$ cat config.mk
export PLATFORM = sky130hd
export DESIGN_NAME = qrs_front
export DESIGN_NICKNAME = d
export VERILOG_FILES = /design/src/quadratic_root_solver_assert.svh /design/src/qrs_pkg.sv /design/src/qrs_front.sv
export SDC_FILE = /design/constraint.sdc
export NUM_CORES = 2
export LEC_CHECK = 0
export BUFFER_PORTS_ARGS = -buffer_cell sky130_fd_sc_hd__buf_2
export CAP_MARGIN = 40
export CORE_MARGIN = 2
export CORE_UTILIZATION = 40
export CTS_CLUSTER_DIAMETER = 200
export DETAILED_ROUTE_END_ITERATION = 10
export MAX_ROUTING_LAYER = met4
export PLACE_DENSITY_LB_ADDON = 0.15
export SYNTH_ARGS = -nofsm -noshare
export SYNTH_HDL_FRONTEND = slang
export SYNTH_SLANG_ARGS = --single-unit
$ cat constraint.sdc
create_clock -name clock -period 11.1 [get_ports clock]
set_input_delay 2.775 -clock clock [delete_from_list [all_inputs] [get_ports clock]]
set_output_delay 2.775 -clock clock [all_outputs]
set_load 0.05 [all_outputs]
$ cat src/quadratic_root_solver_assert.svh
// assertion macros shared by the solver rtl
`ifndef QUADRATIC_ROOT_SOLVER_ASSERT_SVH
`define QUADRATIC_ROOT_SOLVER_ASSERT_SVH

// same-cycle implication, checked outside reset
`define QRS_ASSERT_IMPLY(label, clk, rst, ante, cons) \
   label: assert property (@(posedge clk) disable iff (rst) (ante) |-> (cons)) \
      else $error("qrs same-cycle check failed");

// next-cycle implication, checked outside reset
`define QRS_ASSERT_NEXT(label, clk, rst, ante, cons) \
   label: assert property (@(posedge clk) disable iff (rst) (ante) |=> (cons)) \
      else $error("qrs next-cycle check failed");

`endif

$ cat src/qrs_pkg.sv
package qrs_pkg;
   localparam int COEF_WIDTH_DEF = 16;
   localparam int FRAC_BITS_DEF  = 16;
   localparam int OUT_W          = 33;
   localparam int KIND_W         = 2;
   localparam int QUEUE_DEPTH    = 4;

   localparam logic [KIND_W-1:0] KIND_REAL    = 2'd0;
   localparam logic [KIND_W-1:0] KIND_COMPLEX = 2'd1;
   localparam logic [KIND_W-1:0] KIND_DOUBLE  = 2'd2;
   localparam logic [KIND_W-1:0] KIND_INVALID = 2'd3;

   typedef struct packed {
      logic empty;
      logic full;
   } q_stat_type;
endpackage

$ cat src/qrs_front.sv
module qrs_front import qrs_pkg::*; #(
   parameter int COEF_WIDTH = COEF_WIDTH_DEF,
   parameter int FRAC_BITS  = FRAC_BITS_DEF,
   parameter int ENT_W      = 2 + (2*COEF_WIDTH+2) + (COEF_WIDTH+FRAC_BITS+1) + COEF_WIDTH + 2
) (
   input  logic                    clock,
   input  logic                    reset,
   input  logic                    in_valid,
   output logic                    in_ready,
   input  logic [COEF_WIDTH-1:0]   in_a,
   input  logic [COEF_WIDTH-1:0]   in_b,
   input  logic [COEF_WIDTH-1:0]   in_c,
   input  q_stat_type              q_stat,
   output logic                    push,
   output logic [ENT_W-1:0]        entry
);
   localparam int CW  = COEF_WIDTH;
   localparam int DW  = 2*CW + 3;
   localparam int MW  = 2*CW + 2;
   localparam int NBW = CW + FRAC_BITS + 1;
   localparam int DNW = CW + 1;

   logic                 valid_ff;
   logic signed [2*CW-1:0] bb_ff, ac_ff;
   logic signed [CW-1:0] a_ff, b_ff;
   logic signed [DW-1:0] d;
   logic [MW-1:0]        mag;
   logic [KIND_W-1:0]    kind;
   logic signed [NBW-1:0] nb;
   logic [DNW-1:0]       den_mag;
   logic                 take;

   assign push     = valid_ff && !q_stat.full;
   assign in_ready = !valid_ff || !q_stat.full;
   assign take     = in_valid && in_ready;

   always_ff @(posedge clock) begin
      if (reset) begin
         valid_ff <= 1'b0;
      end else if (in_ready) begin
         valid_ff <= in_valid;
      end
      if (take) begin
         bb_ff <= $signed(in_b) * $signed(in_b);
         ac_ff <= $signed(in_a) * $signed(in_c);
         a_ff  <= $signed(in_a);
         b_ff  <= $signed(in_b);
      end
   end

   always_comb begin
      d = DW'(bb_ff) - (DW'(ac_ff) <<< 2);
      mag = d[DW-1] ? MW'(-d) : MW'(d);
      nb = -(NBW'(b_ff) <<< FRAC_BITS);
      den_mag = a_ff[CW-1] ? DNW'(-(DNW'(a_ff))) << 1 : DNW'(a_ff) << 1;
      if (a_ff == '0) begin
         kind = KIND_INVALID;
      end else if (d[DW-1]) begin
         kind = KIND_COMPLEX;
      end else if (d == '0) begin
         kind = KIND_DOUBLE;
      end else begin
         kind = KIND_REAL;
      end
      entry = {kind, nb, den_mag, a_ff[CW-1], mag};
   end
endmodule

==> metrics.md <==
| Metric | Value |
|---|---|
| Reg2reg path depth | `3` |
| Endpoints failing setup | `0` |
| CTS root buf | `clkbuf_16` |
| Initial drt markers | `948` |
| Synth Area in Compound Gates | `0.08341` |
| Worst skew pair latency | `0.38 ns` |
| Post-route insts no fill | `3,630` |
| CTS Buf Count | `9` |
| Clk sinks | `95` |
| CTS HTree Levels | `3` |
| DP Cell Count | `3,614` |
| Cell variety after synth | `70` |
| Die width | `255.4 um` |
| Mean post-synth cell area | `between 9 and 10 um^2` |
| Critical path arrival | `9.35 ns` |
| Hold Path Origin | `valid_ff` |
| Num rows | `between 90 and 100` |
| Simple-Gate Fraction of Synth Area | `0.1336` |
| Reg2reg start | `valid_ff` |
| Post-synth EDFFs | `94` |
| Routability cong. | `slightly below 0.9` |
| I/O pin cnt | `142` |
| RSZ-0062 raised after global routing | `no` |
| Hold Crit Class | `flop to flop` |
| Mux contribution to synthesized area | `0.002030` |
| Syn-to-layout area delta | `6.301%` |
| Congestion Overflow GR | `0` |
| Post-synthesis register bit count | `95` |
| Final Net Count | `3,537` |
| Top cell type's share of synthesized area | `0.3936` |
| Worst-case hold path end point | `valid_ff` |
| Main combinational cell family by area after synthesis | `adder cells` |
| FF-to-FF End | `bb_ff[20]` |
| Cts repair resizes | `0` |
| Final period util | `0.8304` |
| Hold Fails Final Rpt | `0` |
| HPWL Detailed | `48,680 um` |
| Critical path peak fanout | `19` |
| Adder-cell area share of the yosys netlist | `0.4966` |
| Main synth FF type | `edfxtp_1` |
| First-pass DRT Iterations | `5` |
| Status | `completed` |
| DRC | `0` |
| Slew Limit Fails | `0` |
| Drt via density | `5.047` |
| Clock slew at reported path FFs | `0.07 ns` |
| Layout cells sized above 1 | `0.05747` |
| Slew HR | `0.3153` |
| Main area contributors after synthesis | `fa_1, edfxtp_1, ha_1` |
| DR vias | `18,320` |
| Max Cap Violations | `0` |
| Share of the yosys chip area belonging to registers | `0.1125` |
| Fin crit period | `9.217 ns` |
| Critical setup path kind | `primary input to flop` |
| Vias in the first global route | `19,990` |
| Worst Setup SP | `in_b[15]` |
| Max Fclk | `0.1085 GHz` |
| Routed Wire Length | `between 50,000 and 60,000 um` |
| Initial antenna violation count | `3` |
| R2r setup slk | `9.03 ns` |
| Core box area | `0.06274 mm^2` |
| Hold depth | `2` |
| Post-CTS Hold Fix Bufs | `0` |
| Initial Utilization | `0.4029` |
| # fillers | `6,255` |
| Height of the die | `255.4 um` |
| Slew at the pin closest to its max-slew limit | `1.018 ns` |
| Clock skew | `0.01142 ns` |
| Global-route wire length before repair | `100,300 um` |
| Post-route ant nets | `0` |
| Setup Fix Bufs, Post-CTS | `0` |
| WL per Instance | `16.04 um` |
| Synth area leader | `fa_1` |
| Die area | `between 0.06 and 0.07 mm^2` |
| Commonest cells post-synth | `inv_1, fa_1, nand2_1, ha_1, and2_1` |
| CP Launch Type | `primary input` |
| Clock Path Buffers | `2` |
| Post-Synth XOR/XNOR Area | `0.05371` |
| Diodes inserted | `0` |
| Critical path endpoint category | `flop` |
| Post-Synthesis Cell Area | `around 0.025 mm^2` |
| Cells after synthesis | `approximately 2,700` |
| Most frequent cell after synthesis | `inv_1` |
| Largest net degree at the start of global routing | `50` |
| Synth warnings | `0` |
| Ys async rst share | `0` |
| Port Buffers | `123` |
| Worst EP required | `11.23 ns` |
| Post-Route Setup TNS | `0 ns` |
| Global-route usage over all layers | `0.1962` |
| CTS tree | `done` |
-- sequential cells by signal (all words and copies together), names as in the netlist --
register	cells
b_ff	15
bb_ff	31
ac_ff	32
a_ff	16
valid_ff	1
-- per-layer routing --
layer,GRT usage,vias up,wire length [um]
met3,0.02728,63,2847
li1,-,8506,-
met4,0.04265,0,1000
met2,0.3240,378,28760
met1,0.2573,9375,25630
met5,-,-,0
-- critical path: stages --
cell and delay, ns:
buf_2 0.37, inv_1 0.39, nor2_1 0.33, fa_1 0.61, fa_1 0.51, fa_1 0.53
fa_1 0.44, fa_1 0.54, inv_1 0.05, fa_1 0.52, inv_1 0.04, ha_1 0.35
a21o_1 0.19, a21oi_1 0.16, nor2b_1 0.07, a311oi_1 0.22, o21ai_0 0.32, a211o_1 0.36
a31o_2 0.25, a31oi_1 0.20, xnor2_1 0.08
-- kinds of logic (layout without fill, tap and decap cells) --
family          count (synthesis)  after routing
fa+ha+maj                     705            705
mux                             5              5
xor+xnor                      155            155
other cells                     1             17
simple gates                  683            683
buf+inv                       770            812
compound gates                312            312
flops                          95             95
-- final cells by class --
class	count	area, um^2	share of cell area
sequential	95	2843	0.1058
inverter	669	2511	0.09346
timing repair buffer	127	649.4	0.02417
multi-input combinational	1877	19510	0.7261
clock inverter	7	71.32	0.002654
tap	846	1059	0.03939
clock buffer	9	225.2	0.008382
-- how the worst max path moves through the flow --
stage	end	slack [ns]
floorplan	bb_ff[30]	2.48
global placement	bb_ff[30]	1.52
detailed placement	bb_ff[30]	1.49
CTS	bb_ff[30]	1.91
global route	bb_ff[30]	1.41
finish	bb_ff[30]	1.88
-- placed cells by master, fill, tap and decap left out, types with 6 or more instances in the layout --
cell,instances
nand3_1,27
nor2_1,95
buf_2,123
clkbuf_16,9
conb_1,17
inv_1,669
fa_1,497
or4_1,6
nand4_1,14
nand2b_1,16
nor2b_1,13
and3_1,18
a21oi_1,90
a211o_1,6
o21a_1,8
nor4_1,10
o211ai_1,14
o21ai_0,43
a31o_2,6
a21o_1,41
a31oi_1,13
nor3_1,34
edfxtp_1,94
and2_1,172
xnor2_1,119
o41ai_1,9
a211oi_1,8
or3_1,9
o21bai_1,12
o31ai_1,14
ha_1,208
nand2_1,249
xor2_1,36
-- per-stage QoR --
step | worst slack [ns] | hold slack [ns] | area (um^2) | util
2_1_floorplan | 2.481 | 0.4653 | 25340 | -
3_3_place_gp | 1.518 | 0.4789 | 26560 | 0.4234
3_5_place_dp | 1.495 | 0.5035 | 26570 | 0.4236
4_1_cts | 1.905 | 0.5201 | 26870 | 0.4283
5_1_grt | 1.411 | 0.5405 | 26870 | 0.4283
6_report | 1.883 | 0.5187 | 26870 | 0.4283
Power is not shown: default switching activity piles up to over one toggle a cycle in this logic, so the estimate is an artifact.
