File: src/quadratic_root_solver_assert.svh
// assertion macros shared by the solver rtl
`ifndef QUADRATIC_ROOT_SOLVER_ASSERT_SVH
`define QUADRATIC_ROOT_SOLVER_ASSERT_SVH

// same-cycle implication, checked outside reset
`define QRS_ASSERT_IMPLY(label, clk, rst, ante, cons) \
   label: assert property (@(posedge clk) disable iff (rst) (ante) |-> (cons)) \
      else $error("qrs same-cycle check failed");

// next-cycle implication, checked outside reset
`define QRS_ASSERT_NEXT(label, clk, rst, ante, cons) \
   label: assert property (@(posedge clk) disable iff (rst) (ante) |=> (cons)) \
      else $error("qrs next-cycle check failed");

`endif

File: src/qrs_pkg.sv
package qrs_pkg;
   localparam int COEF_WIDTH_DEF = 16;
   localparam int FRAC_BITS_DEF  = 16;
   localparam int OUT_W          = 33;
   localparam int KIND_W         = 2;
   localparam int QUEUE_DEPTH    = 4;

   localparam logic [KIND_W-1:0] KIND_REAL    = 2'd0;
   localparam logic [KIND_W-1:0] KIND_COMPLEX = 2'd1;
   localparam logic [KIND_W-1:0] KIND_DOUBLE  = 2'd2;
   localparam logic [KIND_W-1:0] KIND_INVALID = 2'd3;

   typedef struct packed {
      logic empty;
      logic full;
   } q_stat_type;
endpackage

File: src/qrs_div.sv
module qrs_div import qrs_pkg::*; #(
   parameter int NUM_W  = 34,
   parameter int DEN_W  = 17,
   parameter int SIDE_W = 1
) (
   input  logic              clock,
   input  logic              reset,
   input  logic              en,
   input  logic              in_valid,
   input  logic [NUM_W-1:0]  in_num,
   input  logic [DEN_W-1:0]  in_den,
   input  logic [SIDE_W-1:0] in_side,
   output logic              out_valid,
   output logic [NUM_W-1:0]  out_quo,
   output logic [SIDE_W-1:0] out_side
);
   logic              valid_ff [NUM_W];
   logic [DEN_W-1:0]  rem_ff   [NUM_W];
   logic [NUM_W-1:0]  quo_ff   [NUM_W];
   logic [NUM_W-1:0]  num_ff   [NUM_W];
   logic [DEN_W-1:0]  den_ff   [NUM_W];
   logic [SIDE_W-1:0] side_ff  [NUM_W];

   // restoring division, one quotient bit per stage
   for (genvar g = 0; g < NUM_W; g++) begin : g_stage
      logic              v_prev;
      logic [DEN_W-1:0]  rem_prev, den_prev;
      logic [NUM_W-1:0]  quo_prev, num_prev;
      logic [SIDE_W-1:0] side_prev;
      logic [DEN_W:0]    cat, diff;
      logic              ge;

      if (g == 0) begin : g_first
         assign v_prev    = in_valid;
         assign rem_prev  = '0;
         assign quo_prev  = '0;
         assign num_prev  = in_num;
         assign den_prev  = in_den;
         assign side_prev = in_side;
      end else begin : g_rest
         assign v_prev    = valid_ff[g-1];
         assign rem_prev  = rem_ff[g-1];
         assign quo_prev  = quo_ff[g-1];
         assign num_prev  = num_ff[g-1];
         assign den_prev  = den_ff[g-1];
         assign side_prev = side_ff[g-1];
      end

      assign cat  = {rem_prev, num_prev[NUM_W-1]};
      assign diff = cat - {1'b0, den_prev};
      assign ge   = (cat >= {1'b0, den_prev});

      always_ff @(posedge clock) begin
         if (reset) begin
            valid_ff[g] <= 1'b0;
         end else if (en) begin
            valid_ff[g] <= v_prev;
         end
         if (en) begin
            rem_ff[g]  <= ge ? diff[DEN_W-1:0] : cat[DEN_W-1:0];
            quo_ff[g]  <= {quo_prev[NUM_W-2:0], ge};
            num_ff[g]  <= {num_prev[NUM_W-2:0], 1'b0};
            den_ff[g]  <= den_prev;
            side_ff[g] <= side_prev;
         end
      end
   end

   assign out_valid = valid_ff[NUM_W-1];
   assign out_quo   = quo_ff[NUM_W-1];
   assign out_side  = side_ff[NUM_W-1];
endmodule

File: config.mk
export PLATFORM = sky130hd
export DESIGN_NAME = qrs_div
export DESIGN_NICKNAME = d
export VERILOG_FILES = /design/src/quadratic_root_solver_assert.svh /design/src/qrs_pkg.sv /design/src/qrs_div.sv
export SDC_FILE = /design/constraint.sdc
export NUM_CORES = 2
export LEC_CHECK = 0
export ABC_AREA = 1
export BUFFER_PORTS_ARGS = -buffer_cell sky130_fd_sc_hd__buf_2
export CAP_MARGIN = 20
export CORE_ASPECT_RATIO = 1.25
export CORE_UTILIZATION = 50
export CTS_BUF_LIST = sky130_fd_sc_hd__clkbuf_8
export DETAILED_ROUTE_END_ITERATION = 10
export GPL_TIMING_DRIVEN = 0
export PLACE_DENSITY = 0.65
export RECOVER_POWER = 50
export SETUP_SLACK_MARGIN = 0.02
export SYNTH_ARGS = -nofsm -noshare
export SYNTH_HDL_FRONTEND = slang
export SYNTH_SLANG_ARGS = --single-unit
File: constraint.sdc
create_clock -name clock -period 2.9 [get_ports clock]
set_clock_uncertainty 0.15 [all_clocks]
set_input_delay 0.435 -clock clock [delete_from_list [all_inputs] [get_ports clock]]
set_output_delay 0.435 -clock clock [all_outputs]
set_load 0.01 [all_outputs]
==> run summary <==
Total via count after detailed routing = 77569
Number of routed nets with antenna violations = 0
Fill cells = 20505
YS warnings = 0
Placed cell area = 0.1218 mm²
# rows = 198
Half-perimeter wire length after detailed placement = 196500 µm
Worst slew margin relative to its limit = -46.60%
Sequential fraction of the synthesis area = 60.17%
Insertion delay to the later sink of the worst-skew pair = 0.99 ns
Global-route wire length before repair = 411600 µm
Post-route setup TNS = 0 ns
Crit path launch = num_ff[9][32]
Number of cells after detailed placement = 15093
Result of the run = finished with violations
Beginning of the worst hold path = en
Critical R2R Launch = num_ff[9][32]
Leakage power total = 61.98 nW
Routed wire length = 264600 µm
Area of the multi-input gates = 0.03749 mm²
Number of buffers on the longest clock path = 4
VDD IR max = 0.0005738 V
Final weighted congestion of routability-driven global placement = 0.9377
Final Hold Violating Endpoints = 9
Transition time at the pin with the least slew margin = 2.199 ns
Core Region = 0.2329 mm²
Nets = 13175
Initial antenna violation count = 2
Post-DR vias/cell = 4.873
Synthesized netlist net count = 12540
Final period utilization = 94.86%
Leading area contributor after synthesis = sky130_fd_sc_hd__edfxtp_1
# H-tree levels = 5
Critical Setup Path Class = reg -> reg
Launching element type of the critical path = flop
Kind of capture point of the worst setup path = flop
Non-filler instance count after layout = 15918
Synth Area per Inst = 9.848 µm²
Area contributors post-synth = sky130_fd_sc_hd__edfxtp_1 (60%), sky130_fd_sc_hd__nand2_1 (13%), sky130_fd_sc_hd__inv_1 (7.1%)
Global routing usage on met1 = 25.42%
Post-synthesis instance total = 11889
Most instantiated flip-flop cell in the synthesis netlist = sky130_fd_sc_hd__edfxtp_1
Violated checks = hold timing, capacitance limit, slew limit
Overall fraction of global-route tracks in use = 22.11%
Max Clk Rate = 363.5 MHz
Met3 capacity usage during global routing = 2.958%
Total CTS buffers = 369
Cell area after synthesis = 0.1171 mm²
Number of global-route vias before repair = 77003
Number of clock sinks = 2346
TritonCTS clock tree = built
I/O pin count = 92
EDFF count, synth = 2346
Pins over their slew limit = 326
Post-synth ARST share = 0%
Unrepaired setup endpoints after global routing = no
Worst slack, placed = -2.453 ns
Arrival @ worst endpoint = 3.32 ns
Detail-routed net length per standard cell = 16.62 µm
Root Buffer Master = sky130_fd_sc_hd__clkbuf_8
Distinct cell type count of the synthesized netlist = 42
Layer with the highest usage = met2
Met2 routing resource usage after global routing = 41.24%
Die Area = 0.2361 mm²
#FFs+latches synth = 2346
Clock transition time at the flip-flop clock pins of the worst setup and hold paths = 0.06 ns
Area of all sequential standard cells = 0.07045 mm²
IO buf count = 91
Total power of the final layout = 0.1287 W
Max Fanout on Critical Path = 10
Initial standard-cell utilization of the core = 50.28%
TritonRoute pass-1 iters = 6
Minimum hold slack = -0.07877 ns
Fraction of final layout cells with drive strength greater than 1 = 7.905%
X dimension of the die = 434.8 µm
Area overhead of the layout relative to synthesis = 11.53%
Hold Path Class = in -> reg
Final worst path period need = 2.751 ns
Number of DRC violations after detailed-routing iteration 0 = 4557
Data required time at the worst endpoint = 3.47 ns
Chip Height = 543.0 µm
Final non-filler cell area = 0.1306 mm²
Area fraction of the dominant cell type after synthesis = 60.17%
Overflow left after global routing = 0
Final critical-path setup slack = 0.1489 ns
Pin count of the biggest net entering global routing = 178
Setup Viol. Count Final = 0
Detailed-route DRC error count = 0
Power per standard cell area = 985.4 mW/mm²
Max-cap viol count = 5
## layout by cell type (no fill, tap or decap), types with 117 or more instances in the layout
cell                               n
sky130_fd_sc_hd__nand3_1         891
sky130_fd_sc_hd__clkbuf_8        375
sky130_fd_sc_hd__ha_1            563
sky130_fd_sc_hd__nand2_1        4195
sky130_fd_sc_hd__a21oi_1         302
sky130_fd_sc_hd__edfxtp_1       2346
sky130_fd_sc_hd__dlygate4sd3_1   117
sky130_fd_sc_hd__inv_1          2283
sky130_fd_sc_hd__nor2_1          467
sky130_fd_sc_hd__xor2_1          191
## synth_stat cells (14+ instances only)
master / number
sky130_fd_sc_hd__nor4_4: 24
sky130_fd_sc_hd__o21a_1: 14
sky130_fd_sc_hd__buf_6: 31
sky130_fd_sc_hd__buf_4: 59
sky130_fd_sc_hd__nand2_1: 4202
sky130_fd_sc_hd__nand4_1: 58
sky130_fd_sc_hd__nor2_4: 28
sky130_fd_sc_hd__and2_1: 39
sky130_fd_sc_hd__nor3_1: 48
sky130_fd_sc_hd__nand2_4: 48
sky130_fd_sc_hd__edfxtp_1: 2346
sky130_fd_sc_hd__xnor2_1: 31
sky130_fd_sc_hd__and3_1: 24
sky130_fd_sc_hd__buf_2: 20
sky130_fd_sc_hd__nand3_1: 891
sky130_fd_sc_hd__a21oi_1: 302
sky130_fd_sc_hd__or2_1: 27
sky130_fd_sc_hd__xor2_1: 191
sky130_fd_sc_hd__nand2_2: 94
sky130_fd_sc_hd__nand3b_1: 42
sky130_fd_sc_hd__nor2_1: 467
sky130_fd_sc_hd__inv_1: 2201
sky130_fd_sc_hd__fa_1: 32
sky130_fd_sc_hd__nor2_2: 26
sky130_fd_sc_hd__ha_1: 563
## power breakdown
| group | total, W | internal [W] | switching, W |
|---|---|---|---|
| sequential | 0.0498 | 0.0459 | 0.00397 |
| combinational | 0.0514 | 0.0175 | 0.0339 |
| clock | 0.0274 | 0.0143 | 0.0131 |
## registers in the layout, summed over array words and instances, names as in the netlist
| register | flops |
|---|---|
| quo_ff | 595 |
| den_ff | 561 |
| num_ff | 561 |
| rem_ff | 561 |
| side_ff | 34 |
| valid_ff | 34 |
## kinds of logic after synthesis
kind of cell | synth area share, %
DFF | 60.17
buffers and inverters | 7.907
adders and majority gates | 6.564
AOI/OAI and AO/OA | 1.525
xor gates and xnor gates | 1.661
and+or+nand+nor | 22.18
## layer usage
| metal | wire, µm | part of all wire, % | up-vias |
|---|---|---|---|
| met3 | 9556 | 3.6 | 533 |
| met2 | 138500 | 52 | 1455 |
| met5 | 0 | 0 | - |
| met1 | 106100 | 40 | 35932 |
| met4 | 10410 | 3.9 | 0 |
| li1 | - | - | 39649 |
## layout make-up
cell class / instances / share of cell area, %
Antenna cell: 4 / 0.007665
Buffer: 114 / 0.7234
Clock buffer: 375 / 3.952
Clock inverter: 286 / 1.535
Inverter: 2214 / 6.364
Multi-Input combinational cell: 7213 / 28.71
Sequential cell: 2346 / 53.95
Tap cell: 3100 / 2.970
Timing Repair Buffer: 266 / 1.791
## path summary, 6_finish.rpt
kind	slack (ns)	end	cells past startpoint
max	0.15	rem_ff[10][11]	15
min	-0.08	num_ff[2][3]	2
max reg2reg	0.15	rem_ff[10][11]	15
min reg2reg	0.23	side_ff[7]	0
## metrics by stage
| stage | hold WS [ns] | utilization [%] |
|---|---|---|
| floorplan | 0.2503 | - |
| detailed placement | 0.2545 | 52.30 |
| global route | -0.01656 | 56.07 |
| CTS | -0.2402 | 55.89 |
| global placement | 0.2503 | 52.14 |
| finish | -0.07877 | 56.07 |
## what timing repair did
item                                    4_1_cts  5_1_grt
buffers inserted                              0       35
resized for setup                             3       23
endpoints found under the setup margin      256      339
hold buffers                                104       18
gates cloned                                  4        1
endpoints found under the hold margin       233      123
pin swaps                                     0        4
## worst max-delay path, stage by stage (launching register included)
cell and delay (ns):
sky130_fd_sc_hd__edfxtp_1 0.51, sky130_fd_sc_hd__inv_1 0.11, sky130_fd_sc_hd__ha_1 0.14, sky130_fd_sc_hd__inv_1 0.06, sky130_fd_sc_hd__fa_1 0.39, sky130_fd_sc_hd__nand2_1 0.08
sky130_fd_sc_hd__nand2_1 0.10, sky130_fd_sc_hd__nand3b_1 0.11, sky130_fd_sc_hd__nand2_2 0.09, sky130_fd_sc_hd__nand2_1 0.10, sky130_fd_sc_hd__nand2_2 0.10, sky130_fd_sc_hd__nand2_8 0.10
sky130_fd_sc_hd__nand2_8 0.10, sky130_fd_sc_hd__buf_8 0.19, sky130_fd_sc_hd__nand2_1 0.06, sky130_fd_sc_hd__nand2_1 0.09
(Power assumes the default switching activity.)
