<file path="src/quadratic_root_solver_assert.svh">
// assertion macros shared by the solver rtl
`ifndef QUADRATIC_ROOT_SOLVER_ASSERT_SVH
`define QUADRATIC_ROOT_SOLVER_ASSERT_SVH

// same-cycle implication, checked outside reset
`define QRS_ASSERT_IMPLY(label, clk, rst, ante, cons) \
   label: assert property (@(posedge clk) disable iff (rst) (ante) |-> (cons)) \
      else $error("qrs same-cycle check failed");

// next-cycle implication, checked outside reset
`define QRS_ASSERT_NEXT(label, clk, rst, ante, cons) \
   label: assert property (@(posedge clk) disable iff (rst) (ante) |=> (cons)) \
      else $error("qrs next-cycle check failed");

`endif

</file>
<file path="src/qrs_pkg.sv">
package qrs_pkg;
   localparam int COEF_WIDTH_DEF = 16;
   localparam int FRAC_BITS_DEF  = 16;
   localparam int OUT_W          = 33;
   localparam int KIND_W         = 2;
   localparam int QUEUE_DEPTH    = 4;

   localparam logic [KIND_W-1:0] KIND_REAL    = 2'd0;
   localparam logic [KIND_W-1:0] KIND_COMPLEX = 2'd1;
   localparam logic [KIND_W-1:0] KIND_DOUBLE  = 2'd2;
   localparam logic [KIND_W-1:0] KIND_INVALID = 2'd3;

   typedef struct packed {
      logic empty;
      logic full;
   } q_stat_type;
endpackage

</file>
<file path="src/qrs_queue.sv">
module qrs_queue import qrs_pkg::*; #(
   parameter int W     = 8,
   parameter int DEPTH = QUEUE_DEPTH
) (
   input  logic         clock,
   input  logic         reset,
   input  logic         push,
   input  logic [W-1:0] push_data,
   input  logic         pop,
   output logic [W-1:0] pop_data,
   output q_stat_type   q_stat
);
   localparam int PW = (DEPTH > 1) ? $clog2(DEPTH) : 1;
   localparam int CNT_W = $clog2(DEPTH + 1);

   logic [W-1:0]     mem_ff [DEPTH];
   logic [PW-1:0]    wr_ptr_ff, rd_ptr_ff;
   logic [CNT_W-1:0] count_ff;

   assign q_stat.empty = (count_ff == '0);
   assign q_stat.full  = (count_ff == CNT_W'(DEPTH));
   assign pop_data     = mem_ff[rd_ptr_ff];

   always_ff @(posedge clock) begin
      if (reset) begin
         wr_ptr_ff <= '0;
         rd_ptr_ff <= '0;
         count_ff  <= '0;
      end else begin
         if (push) begin
            wr_ptr_ff <= (wr_ptr_ff == PW'(DEPTH-1)) ? '0 : wr_ptr_ff + 1'b1;
         end
         if (pop) begin
            rd_ptr_ff <= (rd_ptr_ff == PW'(DEPTH-1)) ? '0 : rd_ptr_ff + 1'b1;
         end
         if (push && !pop) begin
            count_ff <= count_ff + 1'b1;
         end else if (pop && !push) begin
            count_ff <= count_ff - 1'b1;
         end
      end
      if (push) begin
         mem_ff[wr_ptr_ff] <= push_data;
      end
   end
endmodule

</file>
<file path="config.mk">
export PLATFORM = sky130hd
export DESIGN_NAME = qrs_queue
export DESIGN_NICKNAME = d
export VERILOG_FILES = /design/src/quadratic_root_solver_assert.svh /design/src/qrs_pkg.sv /design/src/qrs_queue.sv
export SDC_FILE = /design/constraint.sdc
export NUM_CORES = 1
export LEC_CHECK = 0
export BUFFER_PORTS_ARGS = -buffer_cell sky130_fd_sc_hd__buf_2
export CORE_MARGIN = 2
export CORE_UTILIZATION = 50
export CTS_CLUSTER_DIAMETER = 100
export CTS_CLUSTER_SIZE = 8
export DETAILED_ROUTE_END_ITERATION = 16
export PLACE_DENSITY = 0.76
export SYNTH_ARGS = -nofsm -noshare
export SYNTH_HDL_FRONTEND = slang
export SYNTH_SLANG_ARGS = --single-unit
</file>
<file path="constraint.sdc">
create_clock -name clock -period 5 [get_ports clock]
set_clock_uncertainty 0.2 [all_clocks]
set_input_delay 1 -clock clock [delete_from_list [all_inputs] [get_ports clock]]
set_output_delay 1 -clock clock [all_outputs]
set_load 0.05 [all_outputs]
</file>
==> key figures, run 1 <==
Outcome
  • Status: complete, no violations

Placed design
  • Port bufs: 21
  • Post-DP HPWL: 1630 um
  • Cells after DPL: 149
  • RePlAce Congestion: 0.637
  • Pre-CTS setup slack: 2260 ps

Finish
  • Non-Filler Instances: 157
  • Layout cells sized above 1: 32.7%
  • Final nets: 131
  • ANT cells: 0
  • Area grow syn2layout: 15.4%

Global route
  • Grt met3 use: 5.76%
  • Vias in the first global route: 801
  • Gr busiest metal: met2
  • GRT Total Usage: 15.9%
  • M2 GR Usage: 25.3%
  • Largest net degree at the start of global routing: 14
  • First-pass GRT wire length: 3840 um
  • Initial antenna violation count: 0
  • Total gr overflow: 0
  • GRT met1 Usage: 19.1%

Logic synthesis
  • Area contributors post-synth: edfxtp_1 (60%), dfxtp_1 (11%), mux4_2 (11%), ha_1 (4.7%), mux2i_1 (2.5%)
  • Largest family of logic cells by synthesized area: multiplexers
  • Synth top area share: 60.1%
  • Post-synthesis xor/xnor area fraction: 1.10%
  • Netlist Area Pre-Place: 1600 um^2
  • Netlist cell types: 17
  • Synth Area in Adders: 5.95%
  • Mapped Nets: 105
  • Synth top cells by count: edfxtp_1 (32), dfxtp_1 (9), mux4_2 (8)
  • Compound-Gate Fraction of Synth Area: 0.940%
  • Main flop type after synthesis: edfxtp_1
  • Largest area contributor in the netlist: edfxtp_1
  • Syn_area_per_cell: 18.6 um^2
  • Most frequent cell after synthesis: edfxtp_1
  • Post-synthesis sequential area ratio: 71.4%
  • Post-synthesis simple-gate area fraction: 4.86%
  • Synthesis Warnings: 0
  • Mux cell area share after synthesis: 13.8%
  • Synth Register Bits: 41
  • Ys async rst share: 0%
  • Number of synthesized flops with an enable pin: 32
  • Syn Inst Count: 86

CTS
  • # resized after CTS: 0
  • CTS clk-pin slew, worst paths: 120 ps
  • Post-CTS setup buffers: 0
  • Longest Clk Path Bufs: 2
  • CTS tree: yes
  • Clock Sinks: 41
  • Root Buffer: clkbuf_4
  • Hold-fix buffers, CTS: 0
  • H-tree level count: 2
  • Worst-Skew Late Latency: 360 ps
  • CTS buffer count: 5

Detailed routing
  • First-pass DRT Iterations: 4
  • WL per Instance: 15.1 um
  • Vias/cell: 5.04
  • Vias: 792
  • Post-DRT Antenna Nets: 0
  • Residual DRC count: 0
  • 1st-iter DRT viols: 44
  • Final wirelength: 2380 um

Setup path
  • Stages on the worst setup path: 2
  • Critical Path RT: 3800 ps
  • Reg2reg setup slack: 3300 ps
  • Critical path class: reg -> out
  • Reg2reg path depth: 4
  • Reg2reg end: count_ff[2]
  • Crit path max-delay family: flip-flops
  • Critical Path End: pop_data[6]
  • Startpoint Class: register
  • CP arrival: 1860 ps
  • CP Capture Type: output pin
  • Crit-path slowest cell: dfxtp_1
  • Slowest stage delay, CP: 680 ps
  • Cell Chain, Critical Path: mux4_2 -> buf_2
  • CP bufs+invs: 1
  • Worst r2r src: count_ff[0]
  • Worst Path Max Fanout: 8

Floorplanning
  • Die Span X: 60.5 um
  • Area of the core: 3050 um^2
  • Ports: 22
  • Die height: 60.5 um
  • Initial Util: 52.3%
  • FP Rows: 20
  • Die footprint: 3660 um^2

Timing
  • Final Hold Viols: 0
  • Tcrit/Tclk final: 61.1%
  • Worst Max-Slew Pin Slew: 542 ps
  • Setup TNS Final: 0 ps
  • Post-layout minimum cycle time: 3060 ps
  • Slew Viols, Final: 0
  • Slew margin rel.: 63.8%
  • Max Freq: 327 MHz
  • RSZ-0062 raised after global routing: no
  • PnR worst setup slack: 1940 ps
  • Final setup viols: 0

Power and ir drop
  • Pwr Density: 422 nW/um^2
  • Maximum VDD drop: 0.000187 V
  • Total Power: 778 uW
  • Leakage: 0.689 nW

Job
  • Max-cap check violation count: 0

Worst hold path
  • Min-Delay Path Depth: 2
  • Hold Path Class: reg -> reg
==> worst min-delay path, stage by stage (launching register included) <==
cell and delay (ps):
dfxtp_1 340, o21ai_0 80, a21oi_1 70
==> through the flow <==
stage          area, um^2  hold slack [ps]  util (%)
3_5_place_dp         1740              326      57.0
3_3_place_gp         1740              279      57.0
4_1_cts              1840              345      60.4
5_1_grt              1840              401      60.4
2_1_floorplan        1600              260         -
6_report             1840              334      60.4
==> cell families after synthesis <==
group / Yosys count
DFF: 41
adders and majority gates: 7
and+or+nand+nor: 15
xor gates and xnor gates: 2
AOI/OAI and AO/OA: 3
muxes: 12
buffers and inverters: 6
==> final cells by class <==
cell class | count | area, um^2
Multi-Input combinational cell | 39 | 425
Fill cell | 255 | 1210
Clock buffer | 5 | 37.5
Sequential cell | 41 | 1140
Clock inverter | 3 | 65.1
Timing Repair Buffer | 21 | 105
Tap cell | 44 | 55.1
Inverter | 4 | 15.0
==> flip-flops by register name (all words and copies together), names as in the netlist, named ones only <==
| name | cells |
|---|---|
| count_ff | 3 |
| mem_ff | 32 |
| wr_ptr_ff | 2 |
| rd_ptr_ff | 2 |
==> layer usage <==
metal  share of wire, %  vias up
met4                2.7        0
met3                4.5        8
met2                 49       15
met5                  0        -
li1                   -      377
met1                 44      392
==> cell usage in the layout, fill, tap and decap left out, drive strengths merged, types with 2 or more instances in the layout <==
cell	count
and2	4
dfxtp	9
ha	6
mux4	8
clkbuf	5
mux2i	4
edfxtp	32
inv	4
a21oi	2
xor2	2
nor3b	2
nor2	7
bufinv	2
buf	21
==> power breakdown <==
part / total [mW] / internal (mW) / switching (mW)
combinational: 0.113 / 0.0378 / 0.0749
clock: 0.263 / 0.155 / 0.108
sequential: 0.402 / 0.387 / 0.0144
total: 0.778 / 0.580 / 0.198
==> how the worst min path moves through the flow <==
stage / end / slack [ps] / start
6_report: count_ff[2] / 330 / count_ff[2]
5_1_grt: count_ff[2] / 400 / count_ff[2]
4_1_cts: count_ff[2] / 340 / count_ff[2]
3_5_place_dp: count_ff[2] / 330 / count_ff[2]
3_3_place_gp: count_ff[2] / 280 / count_ff[2]
2_1_floorplan: count_ff[2] / 260 / count_ff[2]
(Power assumes the default switching activity.)
==> run 2: changes to the inputs <==
- ABC_AREA: not set -> 1
- clock period: 5 -> 3 ns (I/O delays scaled with it)
==> key figures, run 2 <==
Power and ir drop
  • Logic pwr share: 16.7% (was 14.5%)
  • Clk pwr share: 28.2% (was 33.8%)
  • Maximum VDD drop: 0.000363 V (was 0.000187 V)
  • Net Sw Power: 342 uW (was 198 uW)
  • Switching Share: 28.2% (was 25.4%)
  • Internal power: 869 uW (was 580 uW)
  • Total Power: 1.21 mW (was 778 uW)
  • Leakage: 0.749 nW (was 0.689 nW)
  • Pwr Density: 648 nW/um^2 (was 422 nW/um^2)
  • Sequential power share: 55.1% (was 51.7%)

Logic synthesis
  • Netlist cell types: 19 (was 17)
  • Synth top area share: 58.2% (was 60.1%)
  • Number of synthesized flops with an enable pin: 32 (unchanged)
  • Area contributors post-synth: edfxtp_1 (58%), dfxtp_1 (11%), nor2_1 (5.0%), ha_1 (4.5%), o21ai_0 (4.5%) (was edfxtp_1 (60%), dfxtp_1 (11%), mux4_2 (11%), ha_1 (4.7%), mux2i_1 (2.5%))
  • Main flop type after synthesis: edfxtp_1 (unchanged)
  • Mapped Nets: 154 (was 105)
  • Largest area contributor in the netlist: edfxtp_1 (unchanged)
  • Syn Inst Count: 135 (was 86)
  • Syn_area_per_cell: 12.2 um^2 (was 18.6 um^2)
  • Synth Register Bits: 41 (unchanged)
  • Synth top cells by count: edfxtp_1 (32), nor2_1 (22), inv_1 (15), o21ai_0 (15), dfxtp_1 (9) (was edfxtp_1 (32), dfxtp_1 (9), mux4_2 (8))
  • Netlist Area Pre-Place: 1650 um^2 (was 1600 um^2)
  • Post-synthesis sequential area ratio: 69.1% (was 71.4%)
  • Most frequent cell after synthesis: edfxtp_1 (unchanged)
  • Synthesis Warnings: 0 (unchanged)
  • Ys async rst share: 0% (unchanged)

Detailed routing
  • Vias/cell: 5.05 (was 5.04)
  • 1st-iter DRT viols: 63 (was 44)
  • WL per Instance: 13.6 um (was 15.1 um)
  • Post-DRT Antenna Nets: 0 (unchanged)
  • Residual DRC count: 0 (unchanged)
  • Final wirelength: 2800 um (was 2380 um)
  • First-pass DRT Iterations: 4 (unchanged)
  • Vias: 1040 (was 792)

Finish
  • Commonest cells after routing, fill and taps aside: edfxtp_1 (32), nor2_1 (22), buf_2 (21) (was edfxtp_1 (32), buf_2 (21), dfxtp_1 (9))
  • Biggest regs: mem_ff (32), count_ff (3) (unchanged)
  • Largest register FFs: 32 (unchanged)
  • Commonest non-fill, non-tap cell in the layout: edfxtp_1 (unchanged)
  • Final nets: 180 (was 131)
  • Reg with most FFs: mem_ff (unchanged)
  • ANT cells: 0 (unchanged)
  • Layout cells sized above 1: 20.4% (was 32.7%)
  • Post-layout instance area: 1870 um^2 (was 1840 um^2)
  • Fin util: 60.2% (was 60.4%)
  • Area grow syn2layout: 13.1% (was 15.4%)

Floorplanning
  • Die Span X: 61.5 um (was 60.5 um)
  • Initial Util: 53.2% (was 52.3%)
  • FP Rows: 20 (unchanged)
  • Die height: 61.5 um (was 60.5 um)
  • Die footprint: 3780 um^2 (was 3660 um^2)
  • Ports: 22 (unchanged)
  • Area of the core: 3100 um^2 (was 3050 um^2)

CTS
  • CTS buffer count: 5 (unchanged)
  • CTS tree: yes (unchanged)
  • Root Buffer: clkbuf_4 (unchanged)
  • CTS clk-pin slew, worst paths: 110 ps (was 120 ps)
  • Post-CTS setup buffers: 0 (unchanged)
  • # resized after CTS: 0 (unchanged)
  • Longest Clk Path Bufs: 2 (unchanged)
  • Worst-Skew Late Latency: 340 ps (was 360 ps)
  • Clock Sinks: 41 (unchanged)
  • H-tree level count: 2 (unchanged)
  • Hold-fix buffers, CTS: 0 (unchanged)

Setup path
  • CP Capture Type: output pin (unchanged)
  • Cell Chain, Critical Path: inv_2 -> o21ai_0 -> o22ai_1 -> buf_2 (was mux4_2 -> buf_2)
  • CP bufs+invs: 2 (was 1)
  • Startpoint Class: register (unchanged)
  • CP arrival: 1820 ps (was 1860 ps)
  • Slowest stage delay, CP: 670 ps (was 680 ps)
  • Crit-path slowest cell: dfxtp_1 (unchanged)
  • Crit path max-delay family: flip-flops (unchanged)
  • Reg2reg setup slack: 1490 ps (was 3300 ps)
  • Critical path class: reg -> out (unchanged)
  • Worst Path Max Fanout: 17 (was 8)
  • Critical Path RT: 2200 ps (was 3800 ps)

Placed design
  • RePlAce Congestion: 0.766 (was 0.637)
  • Port bufs: 21 (unchanged)
  • Pre-CTS setup slack: 771 ps (was 2260 ps)
  • Post-DP HPWL: 1970 um (was 1630 um)
  • Cell Area, Placed: 1790 um^2 (was 1740 um^2)

Global route
  • GRT Total Usage: 16.9% (was 15.9%)
  • M2 GR Usage: 27.2% (was 25.3%)
  • Largest net degree at the start of global routing: 18 (was 14)
  • Initial antenna violation count: 0 (unchanged)
  • Grt met3 use: 6.30% (was 5.76%)
  • GRT met1 Usage: 20.1% (was 19.1%)
  • Gr busiest metal: met2 (unchanged)
  • Total gr overflow: 0 (unchanged)
  • First-pass GRT wire length: 4320 um (was 3840 um)
  • Vias in the first global route: 976 (was 801)

Timing
  • RSZ-0062 raised after global routing: no (unchanged)
  • Final Hold Viols: 0 (unchanged)
  • Slew Viols, Final: 0 (unchanged)
  • Tcrit/Tclk final: 87.4%
  • Post-layout minimum cycle time: 2620 ps
  • Slew margin rel.: 64.7% (was 63.8%)
  • Final setup viols: 0 (unchanged)
  • Worst Max-Slew Pin Slew: 528 ps (was 542 ps)
  • Setup TNS Final: 0 ps (unchanged)
  • Max Freq: 381 MHz
  • PnR worst setup slack: 379 ps (was 1940 ps)

Worst hold path
  • Hold Path Class: in -> reg (was reg -> reg)

Outcome
  • Status: complete, no violations (unchanged)

Job
  • Max-cap check violation count: 0 (unchanged)
[run 2: changes by cell type after synthesis, sizes merged, moves of 2 or more]
cell | previous run | this run
mux4 | 8 | 0
nor2 | 7 | 24
mux2i | 4 | 0
and2 | 4 | 0
nor3 | 1 | 4
inv | 4 | 16
nor3b | 2 | 0
o22ai | 0 | 8
o21ai | 1 | 19
nand2 | 0 | 8
[run 2: worst paths after layout]
check               start  cells after the start           end
max reg2reg  wr_ptr_ff[0]                      3  mem_ff[3][2]
min                 reset                      2   count_ff[0]
min reg2reg  wr_ptr_ff[1]                      2  wr_ptr_ff[1]
max              register                      4   pop_data[4]
[run 2: power groups by stage]
stage | clock network (mW) | registers [mW] | logic [mW]
2_1_floorplan | 0 | 0.671 | 0.158
3_3_place_gp | 0 | 0.677 | 0.195
3_5_place_dp | 0 | 0.680 | 0.202
4_1_cts | 0.349 | 0.667 | 0.203
5_1_grt | 0.369 | 0.671 | 0.222
6_report | 0.342 | 0.667 | 0.202
[run 2: stage by stage]
stage / instances / hold WS [ps]
2_1_floorplan: 135 / 290
3_3_place_gp: 198 / 299
3_5_place_dp: 198 / 343
4_1_cts: 206 / 248
5_1_grt: 206 / 242
6_report: 206 / 254
[run 2: worst reg2reg max path, delay by kind of cell, from the launching register on]
family	cells	cell delay, ps
flops	1	420
fa+ha+maj	1	200
simple gates	1	60
buf+inv	1	300
[run 2: cell families (layout without fill, tap and decap cells)]
| kind of cell | count (synthesis) | after routing | share of synthesized area, % |
|---|---|---|---|
| flops | 41 | 41 | 69.1 |
| simple gates | 38 | 38 | 9.47 |
| buf+inv | 18 | 45 | 5.00 |
| xor+xnor | 1 | 1 | 0.530 |
| compound gates | 30 | 30 | 10.2 |
| fa+ha+maj | 7 | 7 | 5.76 |
[run 2: final cells by class]
class | count | area, um^2
Inverter | 16 | 60.1
Fill cell | 263 | 1230
Multi-Input combinational cell | 76 | 428
Clock inverter | 3 | 41.3
Sequential cell | 41 | 1140
Timing Repair Buffer | 21 | 105
Clock buffer | 5 | 37.5
Tap cell | 44 | 55.1
[run 2: per-layer routing]
metal  routed length, um  part of all wire [%]
met5                   0                     0
met4                  55                   2.0
met2                1390                    50
met1                1220                    44
met3                 128                   4.6
